File: src/hw/rtl/cdll_pkg.sv
package cdll_pkg;

    localparam int unsigned DataW = 32;

    typedef enum logic [2:0] {
        OP_INS_BEFORE = 3'd0,
        OP_INS_AFTER  = 3'd1,
        OP_CUR_HEAD   = 3'd2,
        OP_CUR_TAIL   = 3'd3,
        OP_CUR_BACK   = 3'd4,
        OP_CUR_FWD    = 3'd5,
        OP_LIST_FWD   = 3'd6,
        OP_LIST_BACK  = 3'd7
    } t_op;

    typedef enum logic [2:0] {
        ST_DONE     = 3'd0,
        ST_NEW_HEAD = 3'd1,
        ST_NEW_TAIL = 3'd2,
        ST_EMPTY    = 3'd3,
        ST_NO_MOVE  = 3'd4,
        ST_FULL     = 3'd5,
        ST_ELEMENT  = 3'd6
    } t_status;

    // One result word handed from the sequencer to the output register.
    typedef struct packed {
        logic                    valid;
        t_status                 status;
        logic signed [DataW-1:0] element;
        logic                    last;
    } t_emit;

    // Write strobes of the three node memories.
    typedef struct packed {
        logic val;
        logic nxt;
        logic prv;
    } t_wen;

endpackage

File: src/hw/rtl/cdll_ram.sv
module cdll_ram #(
    parameter int unsigned WIDTH = 32,
    parameter int unsigned DEPTH = 32
) (
    input  logic                     i_clk,
    input  logic                     i_we,
    input  logic [$clog2(DEPTH)-1:0] i_waddr,
    input  logic [WIDTH-1:0]         i_wdata,
    input  logic [$clog2(DEPTH)-1:0] i_raddr,
    output logic [WIDTH-1:0]         o_rdata
);

    logic [WIDTH-1:0] r_mem [DEPTH];
    logic [WIDTH-1:0] r_rdata;

    always_ff @(posedge i_clk) begin
        if (i_we) begin
            r_mem[i_waddr] <= i_wdata;
        end
        r_rdata <= r_mem[i_raddr];
    end

    assign o_rdata = r_rdata;

endmodule

File: src/hw/rtl/cdll_seq.sv
module cdll_seq
    import cdll_pkg::*;
#(
    parameter int unsigned NODES = 32
) (
    input  logic                       i_clk,
    input  logic                       i_rst_n,
    input  logic                       i_valid,
    output logic                       o_ready,
    input  t_op                        i_op,
    input  logic signed [DataW-1:0]    i_value,
    input  logic                       i_slot_free,
    output t_emit                      o_emit,
    output logic [$clog2(NODES)-1:0]   o_raddr,
    output t_wen                       o_wen,
    output logic [$clog2(NODES)-1:0]   o_val_waddr,
    output logic [DataW-1:0]           o_val_wdata,
    output logic [$clog2(NODES)-1:0]   o_nxt_waddr,
    output logic [$clog2(NODES):0]     o_nxt_wdata,
    output logic [$clog2(NODES)-1:0]   o_prv_waddr,
    output logic [$clog2(NODES):0]     o_prv_wdata,
    input  logic signed [DataW-1:0]    i_val_rdata,
    input  logic [$clog2(NODES):0]     i_nxt_rdata,
    input  logic [$clog2(NODES):0]     i_prv_rdata
);

    localparam int unsigned IW = $clog2(NODES);
    localparam int unsigned UW = $clog2(NODES + 1);

    typedef enum logic [5:0] {
        S_IDLE   = 6'b000001,
        S_INSERT = 6'b000010,
        S_SPLICE = 6'b000100,
        S_MOVE   = 6'b001000,
        S_LIST   = 6'b010000,
        S_RESP   = 6'b100000
    } t_state;

    t_state                  r_state, n_state;
    logic [IW-1:0]           r_head, n_head;
    logic [IW-1:0]           r_tail, n_tail;
    logic [IW-1:0]           r_cur, n_cur;
    logic [UW-1:0]           r_used, n_used;
    logic [UW-1:0]           r_cnt, n_cnt;
    logic [IW-1:0]           r_addr, n_addr;
    t_op                     r_op, n_op;
    logic signed [DataW-1:0] r_value, n_value;
    logic [IW-1:0]           r_p, n_p;
    logic [IW-1:0]           r_nb, n_nb;
    logic                    r_edge, n_edge;
    t_status                 r_status, n_status;

    logic          empty;
    logic          full;
    logic          at_end;
    logic [IW:0]   walk_link;
    logic          fin;

    assign empty = (r_used == '0);
    assign full  = (r_used == UW'(NODES));

    always_comb begin
        n_state  = r_state;
        n_head   = r_head;
        n_tail   = r_tail;
        n_cur    = r_cur;
        n_used   = r_used;
        n_cnt    = r_cnt;
        n_op     = r_op;
        n_value  = r_value;
        n_p      = r_p;
        n_nb     = r_nb;
        n_edge   = r_edge;
        n_status = r_status;
        o_ready      = (r_state == S_IDLE);
        o_emit       = '0;
        o_raddr      = r_addr;
        o_wen        = '0;
        o_val_waddr  = r_p;
        o_val_wdata  = r_value;
        o_nxt_waddr  = r_p;
        o_nxt_wdata  = '0;
        o_prv_waddr  = r_p;
        o_prv_wdata  = '0;
        at_end       = 1'b0;
        walk_link    = (r_op == OP_LIST_BACK) ? i_prv_rdata : i_nxt_rdata;
        fin          = !walk_link[IW] || ((r_cnt + 1'b1) == r_used);

        case (r_state)
            S_IDLE: begin
                if (i_valid) begin
                    n_op    = i_op;
                    n_value = i_value;
                    n_p     = r_used[IW-1:0];
                    n_cnt   = '0;
                    case (i_op)
                        OP_INS_BEFORE, OP_INS_AFTER: begin
                            o_raddr = r_cur;
                            if (full) begin
                                n_status = ST_FULL;
                                n_state  = S_RESP;
                            end else begin
                                n_state = S_INSERT;
                            end
                        end
                        OP_CUR_HEAD: begin
                            n_state = S_RESP;
                            if (empty) begin
                                n_status = ST_EMPTY;
                            end else if (r_cur == r_head) begin
                                n_status = ST_NO_MOVE;
                            end else begin
                                n_cur    = r_head;
                                n_status = ST_DONE;
                            end
                        end
                        OP_CUR_TAIL: begin
                            n_state = S_RESP;
                            if (empty) begin
                                n_status = ST_EMPTY;
                            end else if (r_cur == r_tail) begin
                                n_status = ST_NO_MOVE;
                            end else begin
                                n_cur    = r_tail;
                                n_status = ST_DONE;
                            end
                        end
                        OP_CUR_BACK, OP_CUR_FWD: begin
                            o_raddr = r_cur;
                            if (empty) begin
                                n_status = ST_EMPTY;
                                n_state  = S_RESP;
                            end else begin
                                n_state = S_MOVE;
                            end
                        end
                        OP_LIST_FWD, OP_LIST_BACK: begin
                            o_raddr = (i_op == OP_LIST_BACK) ? r_tail : r_head;
                            if (empty) begin
                                n_status = ST_EMPTY;
                                n_state  = S_RESP;
                            end else begin
                                n_state = S_LIST;
                            end
                        end
                        default: begin
                            n_state = S_IDLE;
                        end
                    endcase
                end
            end
            S_INSERT: begin
                // The link words of the cursor node are on the read ports now.
                o_wen.val = 1'b1;
                o_wen.nxt = 1'b1;
                o_wen.prv = 1'b1;
                n_used    = r_used + 1'b1;
                if (empty) begin
                    n_head   = r_p;
                    n_tail   = r_p;
                    n_cur    = r_p;
                    n_status = ST_NEW_HEAD;
                    n_state  = S_RESP;
                end else if (r_op == OP_INS_BEFORE) begin
                    at_end      = (r_cur == r_head) || !i_prv_rdata[IW];
                    o_nxt_wdata = {1'b1, r_cur};
                    o_prv_wdata = at_end ? '0 : {1'b1, i_prv_rdata[IW-1:0]};
                    n_nb        = i_prv_rdata[IW-1:0];
                    n_edge      = at_end;
                    n_status    = at_end ? ST_NEW_HEAD : ST_DONE;
                    if (at_end) begin
                        n_head = r_p;
                    end
                    n_state = S_SPLICE;
                end else begin
                    at_end      = (r_cur == r_tail) || !i_nxt_rdata[IW];
                    o_prv_wdata = {1'b1, r_cur};
                    o_nxt_wdata = at_end ? '0 : {1'b1, i_nxt_rdata[IW-1:0]};
                    n_nb        = i_nxt_rdata[IW-1:0];
                    n_edge      = at_end;
                    n_status    = at_end ? ST_NEW_TAIL : ST_DONE;
                    if (at_end) begin
                        n_tail = r_p;
                    end
                    n_state = S_SPLICE;
                end
            end
            S_SPLICE: begin
                // Point the cursor node and, in the middle, its old neighbor at the new node.
                o_nxt_wdata = {1'b1, r_p};
                o_prv_wdata = {1'b1, r_p};
                if (r_op == OP_INS_BEFORE) begin
                    o_wen.prv   = 1'b1;
                    o_prv_waddr = r_cur;
                    o_wen.nxt   = !r_edge;
                    o_nxt_waddr = r_nb;
                end else begin
                    o_wen.nxt   = 1'b1;
                    o_nxt_waddr = r_cur;
                    o_wen.prv   = !r_edge;
                    o_prv_waddr = r_nb;
                end
                n_state = S_RESP;
            end
            S_MOVE: begin
                if ((r_op == OP_CUR_BACK) ? i_prv_rdata[IW] : i_nxt_rdata[IW]) begin
                    n_cur    = (r_op == OP_CUR_BACK) ? i_prv_rdata[IW-1:0]
                                                     : i_nxt_rdata[IW-1:0];
                    n_status = ST_DONE;
                end else begin
                    n_status = ST_NO_MOVE;
                end
                n_state = S_RESP;
            end
            S_LIST: begin
                if (i_slot_free) begin
                    o_emit.valid   = 1'b1;
                    o_emit.status  = ST_ELEMENT;
                    o_emit.element = i_val_rdata;
                    o_emit.last    = fin;
                    if (fin) begin
                        n_state = S_IDLE;
                    end else begin
                        o_raddr = walk_link[IW-1:0];
                        n_cnt   = r_cnt + 1'b1;
                    end
                end
            end
            S_RESP: begin
                if (i_slot_free) begin
                    o_emit.valid  = 1'b1;
                    o_emit.status = r_status;
                    o_emit.last   = 1'b1;
                    n_state       = S_IDLE;
                end
            end
            default: begin
                n_state = S_IDLE;
            end
        endcase
        n_addr = o_raddr;
    end

    always_ff @(posedge i_clk) begin
        if (!i_rst_n) begin
            r_state <= S_IDLE;
            r_head  <= '0;
            r_tail  <= '0;
            r_cur   <= '0;
            r_used  <= '0;
            r_cnt   <= '0;
        end else begin
            r_state <= n_state;
            r_head  <= n_head;
            r_tail  <= n_tail;
            r_cur   <= n_cur;
            r_used  <= n_used;
            r_cnt   <= n_cnt;
        end
    end

    always_ff @(posedge i_clk) begin
        r_addr   <= n_addr;
        r_op     <= n_op;
        r_value  <= n_value;
        r_p      <= n_p;
        r_nb     <= n_nb;
        r_edge   <= n_edge;
        r_status <= n_status;
    end

endmodule

File: src/hw/rtl/cursor_doubly_linked_list_top.sv
// Path from input accept to the result word on the output: cursor to head or tail via S_RESP,
// step back or forward via S_MOVE and S_RESP, insert via S_INSERT, S_SPLICE and S_RESP (S_INSERT
// and S_RESP into an empty list); listing emits one element per cycle while the output is taken.
// One request at a time: the next is accepted once the last word has entered the output register.
// Reset is synchronous and empties the list; the node memories are not cleared.
module cursor_doubly_linked_list_top
    import cdll_pkg::*;
#(
    parameter int unsigned NODES = 32
) (
    input  logic        i_clk,
    input  logic        i_rst_n,
    input  logic        s_axis_tvalid,
    output logic        s_axis_tready,
    input  logic [39:0] s_axis_tdata,   // [2:0] op, [34:3] value
    output logic        m_axis_tvalid,
    input  logic        m_axis_tready,
    output logic [39:0] m_axis_tdata,   // [2:0] status, [34:3] element
    output logic        m_axis_tlast
);

    localparam int unsigned IW = $clog2(NODES);

    t_emit                   emit;
    t_wen                    wen;
    logic [IW-1:0]           raddr;
    logic [IW-1:0]           val_waddr;
    logic [DataW-1:0]        val_wdata;
    logic [IW-1:0]           nxt_waddr;
    logic [IW:0]             nxt_wdata;
    logic [IW-1:0]           prv_waddr;
    logic [IW:0]             prv_wdata;
    logic [DataW-1:0]        val_rdata;
    logic [IW:0]             nxt_rdata;
    logic [IW:0]             prv_rdata;
    logic                    slot_free;

    logic                    r_ovalid;
    t_status                 r_ostatus;
    logic signed [DataW-1:0] r_oelem;
    logic                    r_olast;

    assign slot_free = !r_ovalid || m_axis_tready;

    cdll_seq #(
        .NODES (NODES)
    ) u_seq (
        .i_clk       (i_clk),
        .i_rst_n     (i_rst_n),
        .i_valid     (s_axis_tvalid),
        .o_ready     (s_axis_tready),
        .i_op        (t_op'(s_axis_tdata[2:0])),
        .i_value     (signed'(s_axis_tdata[34:3])),
        .i_slot_free (slot_free),
        .o_emit      (emit),
        .o_raddr     (raddr),
        .o_wen       (wen),
        .o_val_waddr (val_waddr),
        .o_val_wdata (val_wdata),
        .o_nxt_waddr (nxt_waddr),
        .o_nxt_wdata (nxt_wdata),
        .o_prv_waddr (prv_waddr),
        .o_prv_wdata (prv_wdata),
        .i_val_rdata (signed'(val_rdata)),
        .i_nxt_rdata (nxt_rdata),
        .i_prv_rdata (prv_rdata)
    );

    cdll_ram #(
        .WIDTH (DataW),
        .DEPTH (NODES)
    ) u_val_ram (
        .i_clk   (i_clk),
        .i_we    (wen.val),
        .i_waddr (val_waddr),
        .i_wdata (val_wdata),
        .i_raddr (raddr),
        .o_rdata (val_rdata)
    );

    // Link words carry a valid bit above the node index.
    cdll_ram #(
        .WIDTH (IW + 1),
        .DEPTH (NODES)
    ) u_nxt_ram (
        .i_clk   (i_clk),
        .i_we    (wen.nxt),
        .i_waddr (nxt_waddr),
        .i_wdata (nxt_wdata),
        .i_raddr (raddr),
        .o_rdata (nxt_rdata)
    );

    cdll_ram #(
        .WIDTH (IW + 1),
        .DEPTH (NODES)
    ) u_prv_ram (
        .i_clk   (i_clk),
        .i_we    (wen.prv),
        .i_waddr (prv_waddr),
        .i_wdata (prv_wdata),
        .i_raddr (raddr),
        .o_rdata (prv_rdata)
    );

    always_ff @(posedge i_clk) begin
        if (!i_rst_n) begin
            r_ovalid <= 1'b0;
        end else if (emit.valid) begin
            r_ovalid <= 1'b1;
        end else if (m_axis_tready) begin
            r_ovalid <= 1'b0;
        end
    end

    always_ff @(posedge i_clk) begin
        if (emit.valid) begin
            r_ostatus <= emit.status;
            r_oelem   <= emit.element;
            r_olast   <= emit.last;
        end
    end

    assign m_axis_tvalid = r_ovalid;
    assign m_axis_tdata  = {5'b0, r_oelem, r_ostatus};
    assign m_axis_tlast  = r_olast;

endmodule

File: config.mk
export PLATFORM = sky130hd
export DESIGN_NAME = cursor_doubly_linked_list_top
export DESIGN_NICKNAME = d
export VERILOG_FILES = /design/src/hw/rtl/cdll_pkg.sv /design/src/hw/rtl/cdll_ram.sv /design/src/hw/rtl/cdll_seq.sv /design/src/hw/rtl/cursor_doubly_linked_list_top.sv
export SDC_FILE = /design/constraint.sdc
export NUM_CORES = 2
export LEC_CHECK = 0
export ABC_CLOCK_PERIOD_IN_PS = 3650
export BUFFER_PORTS_ARGS = -buffer_cell sky130_fd_sc_hd__buf_2
export CORE_UTILIZATION = 55
export CTS_CLUSTER_SIZE = 8
export DETAILED_ROUTE_END_ITERATION = 8
export PLACE_DENSITY_LB_ADDON = 0.2
export SLEW_MARGIN = 15
export SYNTH_ARGS = -nofsm -noshare
export SYNTH_HDL_FRONTEND = slang
export SYNTH_SLANG_ARGS = --single-unit
File: constraint.sdc
create_clock -name i_clk -period 3.65 [get_ports i_clk]
set_input_delay 0.1825 -clock i_clk [delete_from_list [all_inputs] [get_ports i_clk]]
set_output_delay 0.1825 -clock i_clk [all_outputs]
set_load 0.01 [all_outputs]
# After elaboration in Yosys (flattened, before gate mapping)
# Memory sizes are Yosys's and may differ from the RTL's. A register that Yosys moved wholly into a read port is not among the register bits.
# Cells that the tools add are included.
# word_totals
reg_bits	124
ramBits	1408
input_bits	44
n_memories	3
# memory_table
memory	depth	word_bits	read_ports	rd_clocked_by_memory_dff	wr	line	rtl
u_val_ram.r_mem	32	32	1	1	1	cdll_ram.sv:13	logic [WIDTH-1:0] r_mem [DEPTH];
u_nxt_ram.r_mem	32	6	1	1	1	cdll_ram.sv:13	
u_prv_ram.r_mem	32	6	1	1	1	cdll_ram.sv:13	
# op_classes
addsub	2
n_eq_ne	34
n_mux	82
n_bitwise	1
n_reduce_logical	34
# op_table
op	n
$mux 5	23
$mux 6	18
$mux 37	1
$pmux 6 s2	3
$mux 3	10
$pmux 5 s2	3
$pmux 6 s5	1
$pmux 6 s4	1
$eq 3x3->1 const B	6
$pmux 5 s3	1
$mux 1	13
$add 6x1->6 const B	2
$eq 6x6->1 const B	2
$ne 3x3->1 const B	4
$pmux 3 s4	1
$reduce_and 4->1	3
$eq 5x5->1	2
$reduce_bool 2->1	5
$reduce_or 2->1	5
$pmux 3 s3	1
$reduce_and 9->1	1
$ne 2x1->1 const B	4
$ne 2x2->1 const B	4
$pmux 4 s2	1
23 further kinds	38

# Longest topological paths before layout
# depth
word_depth	7
depth_mapped	15
ltp_nobuf	12

# Modules after synthesis
# From an unflattened synthesis, not the netlist that was laid out.
# unflattened
cells_unflattened	3448
hier_area_um2	61612.8
# by_module_without_submodules
mod	instances	cells_per_inst	area_per_inst_um2	seq_area_each_um2
cdll_ram (u_val_ram)	1	2260	40485.1	31390.1
cdll_ram (u_nxt_ram ...)	2	323	7589.8	5885.6
cdll_seq	1	496	4777.1	2232.1
cursor_doubly_linked_list_top	1	46	1171.1	1101.1

# Worst setup path before layout
# Ideal clock, no wire load.
# synth_path
path_type	reg2reg
startpoint	register u_seq.r_state[5]
endpoint	register u_val_ram.r_rdata[11], in the netlist u_val_ram.o_rdata[11] (read register of u_val_ram.r_mem)
setup_ns	0.129
arrival_ns	3.311
required_time_ns	3.521
slack_ns	0.210
path_stages_with_launch	12
n_path_buf	2
path_cell_list	dfxtp_1 -> nor4_2 -> and3_1 -> and2_1 -> o31a_1 -> o221ai_2 -> inv_1 -> clkbuf_1 -> clkbuf_1 -> a31oi_1 -> o21ai_1 -> nand4_1
# synth_via
elab_chain_len	2
elab_cells_between_ends	3
classes_between	2 x eq/ne; 1 x mux
# synth_rtl
element	line	rtl
start: declaration	cdll_seq.sv:39	t_state r_state, n_state;
start signal: assignment	cdll_seq.sv:253	r_state <= n_state;
$eq 6x5->1 / $eq 6x1->1 (equally long branches)	cdll_seq.sv:89	case (r_state)
$pmux 5 s2 (*)	cdll_seq.sv:89	
end: declaration	cdll_ram.sv:14	logic [WIDTH-1:0] r_rdata;
# Mark *: on every way between the ends. The rest lies on a longest branch, timed or not.
# A chain may end at the register's enable or synchronous reset.

# Worst setup path after layout
# layout_path
startpoint	register u_seq.r_cnt[1]
endpoint	register u_val_ram.r_rdata[18], in the netlist u_val_ram.o_rdata[18] (read register of u_val_ram.r_mem)
# layout_via
elab_chain_len	6
# layout_rtl
element	line	rtl
start: declaration	cdll_seq.sv:44	logic [UW-1:0] r_cnt, n_cnt;
start signal: assignment	cdll_seq.sv:258	r_cnt <= n_cnt;
$add 6x1->6	cdll_seq.sv:87	fin = !walk_link[IW] || ((r_cnt + 1'b1) == r_used);
$eq 6x6->1	cdll_seq.sv:87	
$logic_or 1x1->1	cdll_seq.sv:87	
$mux 5	cdll_seq.sv:221	if (fin) begin
$mux 5	cdll_seq.sv:216	if (i_slot_free) begin
$pmux 5 s2	cdll_seq.sv:89	
# No other way between the ends.

==> run summary <==
Setup violations, final -> 0
Fin. Hold Viols -> 0
Die area -> 0.114 mm^2
Setup TNS Final -> 0 ps
Placed cells -> 5908
Most common cell in the netlist -> edfxtp_1
Top area cells in the synthesized netlist -> edfxtp_1, nand2_1, mux2i_1, dfxtp_1, a32oi_1
Status -> completed
Initial DRT Pass Iterations -> 9
Clk sink count -> 1576
First-pass GRT wire length -> 244 mm
Compound-cell area share of the yosys netlist -> 7.20%
Seq pwr share -> 43.2%
Ratio of cells with drive above 1 in the final layout -> 13.3%
Row count -> 123
Initial antenna violation count -> 6
CP most frequent cell -> o21ai_1
IO Pins -> 87
Post-synthesis simple-gate area fraction -> 11.4%
Post-synthesis sequential area ratio -> 74.7%
Initial core utilization -> 55.4%
Post-Place Cell Area -> 0.0661 mm^2
Prevailing post-synth register cell -> edfxtp_1
Largest delay share family, worst path -> compound AO/OA/AOI/OAI gates
Drt via density -> 6.18
Post-synth top area share -> 72.0%
Nets@finish -> 4714
Xor and xnor area share after synthesis -> 0.281%
Max stage delay on crit path -> 460 ps
Fin crit share -> 98.1%
Worst-path maximum fanout -> 15
Routability cong. -> 0.864
EDFF count, synth -> 1493
Synth top cells by count -> edfxtp_1, nand2_1, mux2i_1
Slew margin rel. -> 22.1%
Post-route antenna net violation count -> 0
HPWL reported at the end of detailed placement -> 92.4 mm
Comb pwr share -> 19.0%
Initial DRC Count -> 4921
Leak pwr -> 25.4 nW
Later-pin clock latency in the skew report -> 800 ps
WL per Instance -> 26.5 um
Minimum clock period -> 3580 ps
Largest family of logic cells by synthesized area -> simple AND/OR/NAND/NOR gates
Hold_ws -> 81.0 ps
Slowest-stage cell, CP -> a221o_2
Chip Width -> 338 um
Fmax -> 0.279 GHz
Final-report max-slew violation count -> 0
WL final -> 168 mm
Crit Path Class -> flip-flop to flip-flop
Die Ht -> 338 um
Final Core Density -> 64.8%
Post-route cell area -> 0.0728 mm^2
Hold Path Class -> input pin to flip-flop
P_sw -> 0.0138 W
Worst VDD drop -> 0.538 mV
Post-Syn Area -> 0.0622 mm^2
Mux contribution to synthesized area -> 4.15%
Hold Path Depth -> 3
Vias -> 39100
Sw Share -> 28.2%
Mapped Cells -> 4402
Crit path DAT -> 4300 ps
Internal power -> 0.0351 W
Post-synth cell types -> 77
Post-Synth Adder-Cell Area -> 0.0603%
Clock Power Share -> 37.8%
H-tree depth -> 4
Port Buffer Count -> 76
P per Cell Area -> 671 mW/mm^2
Yosys reg bits -> 1576
Worst-path clk slew -> 50 ps
Vias in the first global route -> 37800
Required @ worst endpoint -> 4370 ps
Cts bufs inserted -> 215
CP Launch Type -> flip-flop
Area leader, netlist -> edfxtp_1
Avg Inst Size Synth -> 14.1 um^2
Max-cap violations -> 0
Total track usage -> 29.0%
Root Buffer -> clkbuf_16
Area of the core -> 0.112 mm^2
Clock skew -> 39.4 ps
Reg2Reg Depth -> 13
Largest net degree at the start of global routing -> 105
CTS tree -> built
Crit path cell chain -> ha_1 -> and3b_1 -> or3_1 -> a31oi_4 -> o21ai_1 -> buf_4 -> a21o_1 -> a221o_2 -> or2_4 -> buf_12 -> a221oi_2 -> o21ai_1 -> nand4_1
CTS max path bufs -> 3
Yosys warning total -> 0
Worst Setup End Kind -> flip-flop
Levels on crit path -> 13
Area grow syn2layout -> 16.9%
Ys async rst share -> 0%
CP Buf/Inv Count -> 2
Post-route DRC -> 0
Grt ovf -> 0
Post-route insts no fill -> 6327
Slew @ Worst Pin -> 1170 ps
## through the flow
step,setup WS (ps),total power (W)
floorplan,210,0.0270
global placement,-1.40,0.0303
detailed placement,-85.6,0.0305
CTS,6.37,0.0489
global route,-12.9,0.0505
finish,68.4,0.0488
## sequential cells by signal (all words and copies together) (netlist names), 3 cells and up
register	count
u_seq.r_used	6
r_oelem	32
u_seq.r_cur	5
u_nxt_ram.r_mem	192
u_prv_ram.r_mem	192
u_nxt_ram.o_rdata	6
u_seq.r_addr	5
u_seq.r_head	5
u_seq.r_tail	5
u_seq.o_val_wdata	32
r_ostatus	3
u_seq.o_val_waddr	5
u_prv_ram.o_rdata	6
u_seq.r_status	3
u_seq.r_nb	5
u_seq.r_state	6
u_val_ram.r_mem	1024
u_seq.r_cnt	6
u_val_ram.o_rdata	32
u_seq.r_op	3
## cell usage in the layout (no fill, tap or decap), types with 6 or more instances in the layout
master / n
a21o_1: 10
nand4_1: 46
edfxtp_1: 1493
nand2_1: 1043
o22ai_1: 9
nand2b_1: 8
and3_1: 76
clkbuf_16: 219
nand3_1: 231
xnor2_1: 9
buf_12: 75
o21ai_1: 44
a32oi_1: 173
nor2b_1: 12
or3_1: 9
inv_1: 9
o21ai_0: 12
nand3b_1: 7
buf_4: 139
xor2_1: 11
mux2i_1: 250
a221oi_2: 40
buf_2: 76
a22oi_1: 46
and2_1: 6
a21oi_1: 117
clkbuf_1: 143
dfxtp_1: 83
dlygate4sd3_1: 38
a31oi_1: 98
nor2_4: 37
nor3_1: 15
nor2_1: 123
mux2_2: 7
## cell type report
type / count / area [um^2]
multi-input cells: 2531 / 14700
flip-flops and latches: 1576 / 46500
fillers: 7961 / 39600
clock buffers: 363 / 6030
well taps: 1500 / 1880
diodes: 2 / 5.00
clock inverters: 12 / 220
repair buffers: 330 / 3330
inverters: 13 / 82.6
## worst reg2reg max path, stage by stage (launching register included)
cell and delay [ps]:
dfxtp_1 330, ha_1 240, and3b_1 180, or3_1 390
a31oi_4 260, o21ai_1 120, buf_4 160, a21o_1 180
a221o_2 460, or2_4 420, buf_12 220, a221oi_2 310
o21ai_1 170, nand4_1 100
## power by group through the flow
stage	combinational, W	sequential (W)	clock, W
finish	0.00929	0.0211	0.0185
global route	0.00998	0.0211	0.0194
CTS	0.00920	0.0211	0.0186
detailed placement	0.00910	0.0214	0
global placement	0.00894	0.0214	0
floorplan	0.00610	0.0209	0
## worst paths after layout
| path | start | end | slack (ps) |
|---|---|---|---|
| worst min-delay path | s_axis_tvalid | u_seq.r_addr[4]$_DFF_P_ | 80 |
| worst max register to register | u_seq.r_cnt[1]$_SDFFE_PN0P_ | u_val_ram.o_rdata[18]$_DFF_P_ | 70 |
| worst min register to register | u_seq.r_cnt[5]$_SDFFE_PN0P_ | u_seq.r_cnt[5]$_SDFFE_PN0P_ | 520 |
| worst max-delay path | u_seq.r_cnt[1]$_SDFFE_PN0P_ | u_val_ram.o_rdata[18]$_DFF_P_ | 70 |
## per-layer routing
layer / GRT usage, % / up-vias / wire, um
li1: - / 17200 / -
met1: 39.2 / 19300 / 65200
met2: 46.6 / 2184 / 80300
met3: 4.83 / 375 / 15000
met4: 12.7 / 2 / 7210
met5: 0 / - / 11
## logic make-up after synthesis
kind of cell / count (synthesis)
AOI/OAI and AO/OA: 595
DFF: 1576
buffers and inverters: 299
and+or+nand+nor: 1651
xor gates and xnor gates: 20
adders and majority gates: 3
muxes: 257
other: 1
## timing repair
action                                  in CTS  in global routing
hold buffers                                38                  0
pin swaps                                    1                  1
setup buffers                                0                  3
endpoints found under the hold margin       40                  0
gates resized for setup                      2                  6
endpoints found under the setup margin       8                 41
Note: power is estimated with default switching activity, not from simulation.
